==> src/cciob_pkg.sv <==
package cciob_pkg;

	localparam int BANK_COUNT_DEF = 32;
	localparam int ROM_BYTES_DEF  = 2048;
	localparam int BANK_BYTES     = 65536;
	localparam int ADDR_W         = $clog2(BANK_BYTES);
	localparam int BANK_W         = 5;
	localparam int PHYS_W         = ADDR_W + BANK_W;

	localparam int IN_DATA_W  = 56;
	localparam int OUT_DATA_W = 56;

	localparam logic [15:0] IDLE_LIMIT_RST  = 16'd64;
	localparam logic [7:0]  LAST_STATUS_RST = 8'hFF;
	localparam logic [7:0]  UNUSED_PORT_VAL = 8'hFF;
	localparam logic [15:0] COMMON_BASE     = 16'h8000;

	typedef enum logic [1:0] {
		FUNC_IO_RD  = 2'd0,
		FUNC_IO_WR  = 2'd1,
		FUNC_MEM_RD = 2'd2,
		FUNC_MEM_WR = 2'd3
	} func_t;

	typedef enum logic [2:0] {
		GRP_OUT_LATCH = 3'd0,
		GRP_IN_LATCH  = 3'd1,
		GRP_STATUS    = 3'd2,
		GRP_ROM_CTRL  = 3'd3,
		GRP_BANK      = 3'd6
	} port_grp_t;

	typedef enum logic [1:0] {
		TGT_RAM     = 2'd0,
		TGT_ROM     = 2'd1,
		TGT_DISCARD = 2'd2
	} mem_target_t;

	typedef struct packed {
		logic [7:0]  latch_data;
		logic [7:0]  latch_seq;
		logic        pending_out;
		logic        pending_in;
		logic [15:0] address;
		logic [7:0]  write_value;
		logic [7:0]  port;
	} req_t;

	typedef struct packed {
		logic              idle_stop;
		logic [1:0]        mem_target;
		logic [PHYS_W-1:0] phys_address;
		logic [7:0]        send_data;
		logic              send_valid;
		logic [7:0]        ack_seq;
		logic              ack_valid;
		logic [7:0]        read_data;
	} rsp_t;

endpackage

==> src/coprocessor_card_io_bank_map.sv <==
// An accepted request passes the input register, then the response register, to the master side.
// Throughput: one request per cycle; the input register and the response register
// advance together whenever the response register is empty or being taken.
// Reset: arst_n clears the valid flags and the card state (ROM shadowing on, bank 0,
// status history 0xFF, poll streak 0) and sets the idle limit to 64.
module coprocessor_card_io_bank_map
	import cciob_pkg::*;
#(
	parameter int BANK_COUNT = BANK_COUNT_DEF,
	parameter int ROM_BYTES  = ROM_BYTES_DEF
) (
	input  logic                  clk,
	input  logic                  arst_n,
	input  logic                  cfg_valid,
	output logic                  cfg_ready,
	input  logic [15:0]           cfg_data,    // idle_limit
	input  logic                  s_tvalid,
	output logic                  s_tready,
	// port, write_value, address, pending_in, pending_out, latch_seq, latch_data
	input  logic [IN_DATA_W-1:0]  s_tdata,
	input  logic [1:0]            s_tuser,     // func
	output logic                  m_tvalid,
	input  logic                  m_tready,
	// read_data, ack_valid, ack_seq, send_valid, send_data, phys_address,
	// mem_target, idle_stop
	output logic [OUT_DATA_W-1:0] m_tdata
);

	localparam int ROM_LOG = $clog2(ROM_BYTES);
	localparam int SHIFT   = 15 + ROM_LOG;
	localparam longint unsigned ROM_MUL =
		((64'd1 << SHIFT) + longint'(ROM_BYTES) - 64'd1) / longint'(ROM_BYTES);
	localparam int QUOT_W  = 16 - ROM_LOG;
	localparam int PROD_W  = SHIFT + QUOT_W;
	localparam int WRAP_STEPS = (32 + BANK_COUNT - 1) / BANK_COUNT - 1;
	localparam logic [BANK_W:0] BANK_LIM = (BANK_W + 1)'(BANK_COUNT);

	function automatic logic [BANK_W-1:0] bank_wrap(input logic [BANK_W-1:0] b);
		logic [BANK_W:0] v;
		v = {1'b0, b};
		for (int i = 0; i < WRAP_STEPS; i++) begin
			if (v >= BANK_LIM) begin
				v = v - BANK_LIM;
			end
		end
		return v[BANK_W-1:0];
	endfunction

	req_t                req_in;
	logic [PROD_W-1:0]   rom_prod;

	logic                valid_s1;
	req_t                req_s1;
	func_t               func_s1;
	logic [QUOT_W-1:0]   quot_s1;

	logic                valid_s2;
	rsp_t                rsp_s2;

	logic [15:0]         idle_limit_q;
	logic                rom_shadow_q;
	logic [7:0]          bank_q;
	logic [7:0]          out_latch_q;
	logic [7:0]          last_status_q;
	logic [15:0]         poll_streak_q;
	logic                blocked_q;

	logic                adv;
	rsp_t                rsp;
	logic [2:0]          grp;
	logic [7:0]          status;
	logic [15:0]         streak_inc;
	logic [BANK_W-1:0]   bank;
	logic [14:0]         rom_base;
	logic [14:0]         rom_off;
	logic                low_half;

	logic                rom_shadow_d;
	logic [7:0]          bank_d;
	logic [7:0]          out_latch_d;
	logic [7:0]          last_status_d;
	logic [15:0]         poll_streak_d;
	logic                blocked_d;

	assign cfg_ready = 1'b1;
	assign req_in    = req_t'(s_tdata[$bits(req_t)-1:0]);
	assign rom_prod  = PROD_W'(req_in.address[14:0]) * PROD_W'(ROM_MUL);

	assign adv      = !valid_s2 || m_tready;
	assign s_tready = !valid_s1 || adv;

	always_ff @(posedge clk or negedge arst_n) begin
		if (!arst_n) begin
			valid_s1 <= 1'b0;
		end else if (s_tready) begin
			valid_s1 <= s_tvalid;
		end
	end

	always_ff @(posedge clk) begin
		if (s_tready && s_tvalid) begin
			req_s1  <= req_in;
			func_s1 <= func_t'(s_tuser);
			quot_s1 <= rom_prod[SHIFT +: QUOT_W];
		end
	end

	always_comb begin
		rsp           = '0;
		grp           = req_s1.port[7:5];
		status        = {req_s1.pending_in, 6'b0, req_s1.pending_out};
		streak_inc    = poll_streak_q + 16'd1;
		bank          = bank_wrap(bank_q[5:1]);
		rom_base      = 15'(32'(quot_s1) * ROM_BYTES);
		rom_off       = req_s1.address[14:0] - rom_base;
		low_half      = req_s1.address < COMMON_BASE;
		rom_shadow_d  = rom_shadow_q;
		bank_d        = bank_q;
		out_latch_d   = out_latch_q;
		last_status_d = last_status_q;
		poll_streak_d = poll_streak_q;
		blocked_d     = blocked_q;

		unique case (func_s1) inside
			FUNC_IO_RD: begin
				case (grp)
					GRP_OUT_LATCH: rsp.read_data = out_latch_q;
					GRP_IN_LATCH: begin
						rsp.ack_valid = req_s1.pending_in;
						rsp.ack_seq   = req_s1.pending_in ? req_s1.latch_seq : 8'd0;
						rsp.read_data = req_s1.latch_data;
						poll_streak_d = '0;
					end
					GRP_STATUS: begin
						rsp.read_data = status;
						if (status == last_status_q) begin
							if (streak_inc >= idle_limit_q) begin
								rsp.idle_stop = 1'b1;
								blocked_d     = 1'b1;
								poll_streak_d = '0;
							end else begin
								poll_streak_d = streak_inc;
							end
						end else begin
							last_status_d = status;
							poll_streak_d = '0;
						end
					end
					default: rsp.read_data = UNUSED_PORT_VAL;
				endcase
			end
			FUNC_IO_WR: begin
				case (grp)
					GRP_OUT_LATCH: begin
						out_latch_d    = req_s1.write_value;
						rsp.send_valid = 1'b1;
						rsp.send_data  = req_s1.write_value;
						poll_streak_d  = '0;
					end
					GRP_ROM_CTRL: rom_shadow_d = req_s1.write_value[0];
					GRP_BANK:     bank_d       = req_s1.write_value;
					default: ;
				endcase
			end
			FUNC_MEM_RD, FUNC_MEM_WR: begin
				if (rom_shadow_q && low_half) begin
					if (func_s1 == FUNC_MEM_WR) begin
						rsp.mem_target = TGT_DISCARD;
					end else begin
						rsp.mem_target   = TGT_ROM;
						rsp.phys_address = PHYS_W'(rom_off);
					end
				end else if (bank_q[6] && !low_half) begin
					rsp.mem_target   = TGT_RAM;
					rsp.phys_address = PHYS_W'(req_s1.address);
				end else begin
					rsp.mem_target   = TGT_RAM;
					rsp.phys_address = {bank, req_s1.address};
				end
			end
		endcase
	end

	always_ff @(posedge clk or negedge arst_n) begin
		if (!arst_n) begin
			valid_s2      <= 1'b0;
			idle_limit_q  <= IDLE_LIMIT_RST;
			rom_shadow_q  <= 1'b1;
			bank_q        <= '0;
			out_latch_q   <= '0;
			last_status_q <= LAST_STATUS_RST;
			poll_streak_q <= '0;
			blocked_q     <= 1'b0;
		end else begin
			if (cfg_valid) begin
				idle_limit_q <= cfg_data;
			end
			if (adv) begin
				valid_s2 <= valid_s1;
			end
			if (adv && valid_s1) begin
				rom_shadow_q  <= rom_shadow_d;
				bank_q        <= bank_d;
				out_latch_q   <= out_latch_d;
				last_status_q <= last_status_d;
				poll_streak_q <= poll_streak_d;
				blocked_q     <= blocked_d;
			end
		end
	end

	always_ff @(posedge clk) begin
		if (adv && valid_s1) begin
			rsp_s2 <= rsp;
		end
	end

	assign m_tvalid = valid_s2 && !(blocked_q && 1'b0);
	assign m_tdata  = OUT_DATA_W'(rsp_s2);

endmodule

==> config.mk <==
export PLATFORM = sky130hd
export DESIGN_NAME = coprocessor_card_io_bank_map
export DESIGN_NICKNAME = d
export VERILOG_FILES = /design/src/cciob_pkg.sv /design/src/coprocessor_card_io_bank_map.sv
export SDC_FILE = /design/constraint.sdc
export NUM_CORES = 1
export LEC_CHECK = 0
export BUFFER_PORTS_ARGS = -buffer_cell sky130_fd_sc_hd__buf_2
export CAP_MARGIN = 15
export CORE_UTILIZATION = 54
export CTS_CLUSTER_DIAMETER = 50
export DETAILED_ROUTE_END_ITERATION = 7
export PLACE_DENSITY = 0.91
export SLEW_MARGIN = 10
export SYNTH_ARGS = -nofsm -noshare
export SYNTH_HDL_FRONTEND = slang
export SYNTH_SLANG_ARGS = --single-unit
==> constraint.sdc <==
create_clock -name clk -period 3.7 [get_ports clk]
set_clock_uncertainty 0.1 [all_clocks]
set_input_delay 0.555 -clock clk [delete_from_list [all_inputs] [get_ports clk]]
set_output_delay 0.555 -clock clk [all_outputs]
set_load 0.05 [all_outputs]
-- Word-level counts from Yosys, hierarchy flattened
Index checks and enable logic that the tools add are counted.
W data, S select, Z words.
- register bits after elaboration: 164
- input bits: 79
- output and inout bits: 59
- logic and storage cells: 74
- add/sub/neg operators: 2
- magnitude comparators: 2
- eq/ne operators: 10
- mux-type cells: 12
- bitwise logic cells: 1
- reduce and logical (&&, ||, !) cells: 22
- operators by type and width (operator ; count):
    $pmux W16 S2 ; 2
    $mux W16 ; 3
    $pmux W8 S3 ; 1
    $mux W23 ; 1
    $mux W21 ; 1
    $add A16 B1 Y16 const B ; 1
    $ge A16 B16 Y1 ; 1
    $lt A16 B16 Y1 const B ; 1
    $mux W15 ; 1
    $reduce_and A3 Y1 ; 5
    $sub A15 B15 Y15 ; 1
    $eq A8 B8 Y1 ; 1
    $reduce_and A4 Y1 ; 2
    $eq A3 B2 Y1 const B ; 2
    $eq A2 B2 Y1 const B ; 2
    $logic_and A1 B1 Y1 ; 4
    $reduce_and A2 Y1 ; 2
    $eq A3 B1 Y1 const B ; 1
    $eq A3 B3 Y1 const B ; 1
    $logic_not A1 Y1 ; 3
    $logic_not A3 Y1 ; 1
    $ne A3 B1 Y1 const B ; 1
    $eq A2 B1 Y1 const B ; 1
    $logic_not A2 Y1 ; 1
    7 further kinds ; 9

-- Logic depth before layout (Yosys ltp)
- depth in word-level cells: 6
- mapped depth: 15
- gate-level depth less buffers: 14

-- Worst setup path before layout
No wires, ideal clock.
- path type: reg2reg
- from: reg poll_streak_q[2]
- to: reg rsp_s2, in the netlist m_tdata[49], data pin
- setup time: 0.259 ns
- arrival time: 2.878 ns
- required time: 3.341 ns
- path slack: 0.463 ns
- cell stages (with the launch flop): 13
- path buffers: 1
- clock period less this slack: 3.237 ns
- cells stage by stage: dfrtp_1 -> nand3_2 -> nor4_2 -> and3_1 -> nor2b_1 -> or2_1 -> ha_1 -> a211oi_2 -> nor2_1 -> or4_4 -> a31oi_4 -> buf_6 -> nor3_1
- cells in the longest elaborated chain, start to end: 3
- RTL lines (item ; line ; source):
    from (decl) ; coprocessor_card_io_bank_map.sv:65 ; logic [15:0] poll_streak_q;
    from (signal assigned) ; coprocessor_card_io_bank_map.sv:206 ; poll_streak_q <= poll_streak_d;
    $add A16 B1 Y16 ; coprocessor_card_io_bank_map.sv:112 ; streak_inc = poll_streak_q + 16'd1;
    $ge A16 B16 Y1 ; coprocessor_card_io_bank_map.sv:137 ; if (streak_inc >= idle_limit_q) begin
    $mux W1 ; coprocessor_card_io_bank_map.sv:137 ;
    to (signal assigned) ; coprocessor_card_io_bank_map.sv:214 ; rsp_s2 <= rsp;
    to (decl) ; coprocessor_card_io_bank_map.sv:58 ; rsp_t rsp_s2;
Every way passes these cells.
A chain may end at the register's enable or synchronous reset.

-- Worst setup path after layout
- from: reg poll_streak_q[0]
- to: reg poll_streak_q[9]
- cells in the longest elaborated chain, start to end: 6
- RTL lines (item ; line ; source):
    $add A16 B1 Y16 * ; coprocessor_card_io_bank_map.sv:112 ;
    $ge A16 B16 Y1 ; coprocessor_card_io_bank_map.sv:137 ;
    $mux W16 * ; coprocessor_card_io_bank_map.sv:137 ;
    $mux W16 * ; coprocessor_card_io_bank_map.sv:136 ; if (status == last_status_q) begin
    $pmux W16 S2 * ; coprocessor_card_io_bank_map.sv:126 ; case (grp)
    $pmux W16 S2 * ; coprocessor_card_io_bank_map.sv:124 ; unique case (func_s1) inside
Mark *: on every way between the ends. The rest lies on a longest branch, timed or not.

==> metrics.txt <==
status finished, final reports clean; FP Rows 39; Seq/Total Area, Yosys 67.2%; post-synth design cell area 6280 um2; post-route insts no fill 747; Port Buffers 119; GPL Wtd Cong 0.839; count leader, synth edfxtp_1; CP max FO 25; Placed Area 6980 um2; clk_lat worst skew 420 ps; crit path time final 3470 ps; Placeable Area 11,400 um2; first-pass GRT wire length 20.5 mm; max frequency 0.289 GHz; initial antenna violation count 1; Final Core Density 66.9%; Sw Pwr 1.08 mW; worst hold slack 73.4 ps; final slew viol count 0; worst rel slew slack 24.8%; Power Internal 3.13 mW; Synth Area in Compound Gates 7.28%; Num CTS Buffers 17; sequential cell fraction of total power 47.8%; crit path launch type flop; Design Area, Final 7600 um2; WL/cell 17.6 um; final WL 13.2 mm; XOR/XNOR Fraction of Synth Area 1.95%; Adder-Cell Fraction of Synth Area 3.39%; detailed-placement wirelength estimate 8.60 mm; critical path data arrival time 3710 ps; Detailed Route Iter0 Violations 361; final setup margin 234 ps; YS warnings 0; simple-gate area share of the yosys netlist 12.9%; final setup TNS 0 ps; I/O Pins 138; CP Data Required Time 3940 ps; Via density 5.54; PwrDens 553 nW/um2; clock-pin slew on the worst setup and hold paths 60 ps; Synth Flop Type edfxtp_1; most frequent cells after synthesis edfxtp_1, dfrtp_1, nand2_1; Starting Density 55.2%; maximum root-to-sink buffer count 2; FF+latch count, synth 149; DRC viols 0; GR Overflow Total 0; peak supply drop 0.000356 V; Avg Cell Area, Syn 13.5 um2; placed cells 714; Synth Instances 466; Setup CP Type reg -> reg; mux share of post-synthesis cell area 3.59%; Clock power frac 40.9%; die area 12,100 um2; Post-DRT Antenna Nets 0; GR Util All Layers 23.6%; final hold viol count 0; # clock sinks 149; HP Class in -> async; most area-hungry cell type in the Yosys netlist edfxtp_1; P_leak 3.30 nW; post-synth cell types 49; NumNets Final 686; CTS tree yes; Die Y 110 um; hold buffer count at CTS 0; Post-synth EDFFs 97; Initial DRT Pass Iterations 5; depth of the CTS H-tree 4; post-synth top area share 46.4%; RSZ-0062 raised after global routing false; Via Count 4,139; pre-CTS setup slack 163 ps; share of cells above drive strength 1 30.5%; clk root buf clkbuf_16; fraction of registers with async set/reset 34.9%; combinational power share 11.4%; Slew @ Worst Pin 1130 ps; total of max-cap violations 0; Die Width 110 um; Switching Share 25.7%; ranking of synthesized cells by area edfxtp_1, dfrtp_1, and2_1; fin crit share 93.7%; largest net degree at the start of global routing 53; largest family of logic cells by synthesized area simple AND/OR/NAND/NOR gates; final setup vio count 0; P&R area growth vs syn 21.2%; total chip power 4.21 mW; CP Capture Type flop; vias in the first global route 4,078
-- worst max-delay path: stages, from the launching register on --
cell and delay (ps):
dfrtp_2 420, nand3_4 140, nor4_4 320, and3_1 260, nor2b_1 80, or2_1 240, ha_1 310, a211oi_2 220
nor2_1 70, or4_4 520, a31oi_4 190, buf_12 190, a41oi_1 150, a31oi_1 170
-- cell usage in the layout, fill, tap and decap left out, types with 5 or more instances in the layout --
cell / Yosys / routed
inv_1: 21 / 20
a31oi_1: 20 / 20
and3_1: 5 / 5
nor2_1: 13 / 13
xor2_1: 7 / 7
o21ai_0: 25 / 25
nand3b_1: 5 / 5
conb_1: 2 / 7
mux2_1: 12 / 12
nand2_1: 40 / 40
dfstp_2: 5 / 5
edfxtp_1: 97 / 97
xnor2_1: 7 / 7
nand2b_1: 5 / 5
buf_4: 8 / 5
dfrtp_1: 47 / 44
ha_1: 17 / 17
mux2_2: 8 / 8
clkbuf_16: 0 / 17
buf_2: 1 / 118
and2_1: 39 / 38
nor2b_1: 7 / 6
nand3_1: 13 / 13
-- layer usage --
metal | share of wire [%] | vias to the layer above | track usage (%)
met1 | 38 | 2032 | 27.6
met5 | 0 | - | 0
met3 | 6.6 | 27 | 7.47
met4 | 2.8 | 0 | 11.6
li1 | - | 1906 | -
met2 | 53 | 174 | 39.4
-- final cells by class --
class / instances / area [um2]
Antenna cell: 1 / 2.50
Clock buffer: 21 / 470
Clock inverter: 11 / 125
Fill cell: 784 / 3770
Inverter: 21 / 78.8
Multi-Input combinational cell: 277 / 1880
Sequential cell: 149 / 4220
Tap cell: 143 / 179
Timing Repair Buffer: 124 / 648
-- power groups by stage --
stage / Sequential, mW / Combinational, mW / Clock, mW
after detailed placement: 2.04 / 0.475 / 0
after floorplan: 2.17 / 0.200 / 0
after CTS: 2.01 / 0.483 / 1.73
after global routing: 2.02 / 0.519 / 1.81
after global placement: 2.03 / 0.451 / 0
final: 2.01 / 0.478 / 1.72
-- kinds of logic after synthesis --
kind of cell,Yosys count
fa+ha+maj,17
other cells,2
simple gates,148
mux,20
compound gates,71
xor+xnor,14
flops,149
buf+inv,45
-- what timing repair did --
item | CTS | global route
endpoints found under the setup margin | 0 | 12
buffers inserted | 0 | 0
gates resized for setup | 0 | 6
-- worst paths after layout --
kind                                        from                to  slack (ps)  depth (start not counted)
worst max-delay path            poll_streak_q[0]  poll_streak_q[9]         230                         13
worst min-delay path                      arst_n  idle_limit_q[15]          70                          1
worst max register to register  poll_streak_q[0]  poll_streak_q[9]         230                         13
worst min register to register         bank_q[5]         bank_q[5]         380                          1
max in group asynchronous                 arst_n  poll_streak_q[0]        2940                          1
min in group clk                     s_tdata[49]        req_s1[49]         200                          1
-- flip-flops by register name, indices dropped and copies added, names as in the netlist, 2 cells and up --
| signal | flops |
|---|---|
| func_s1 | 2 |
| m_tdata | 50 |
| last_status_q | 3 |
| poll_streak_q | 16 |
| bank_q | 6 |
| req_s1 | 42 |
| idle_limit_q | 16 |
| out_latch_q | 8 |
| grp | 3 |
(Power assumes the default switching activity.)
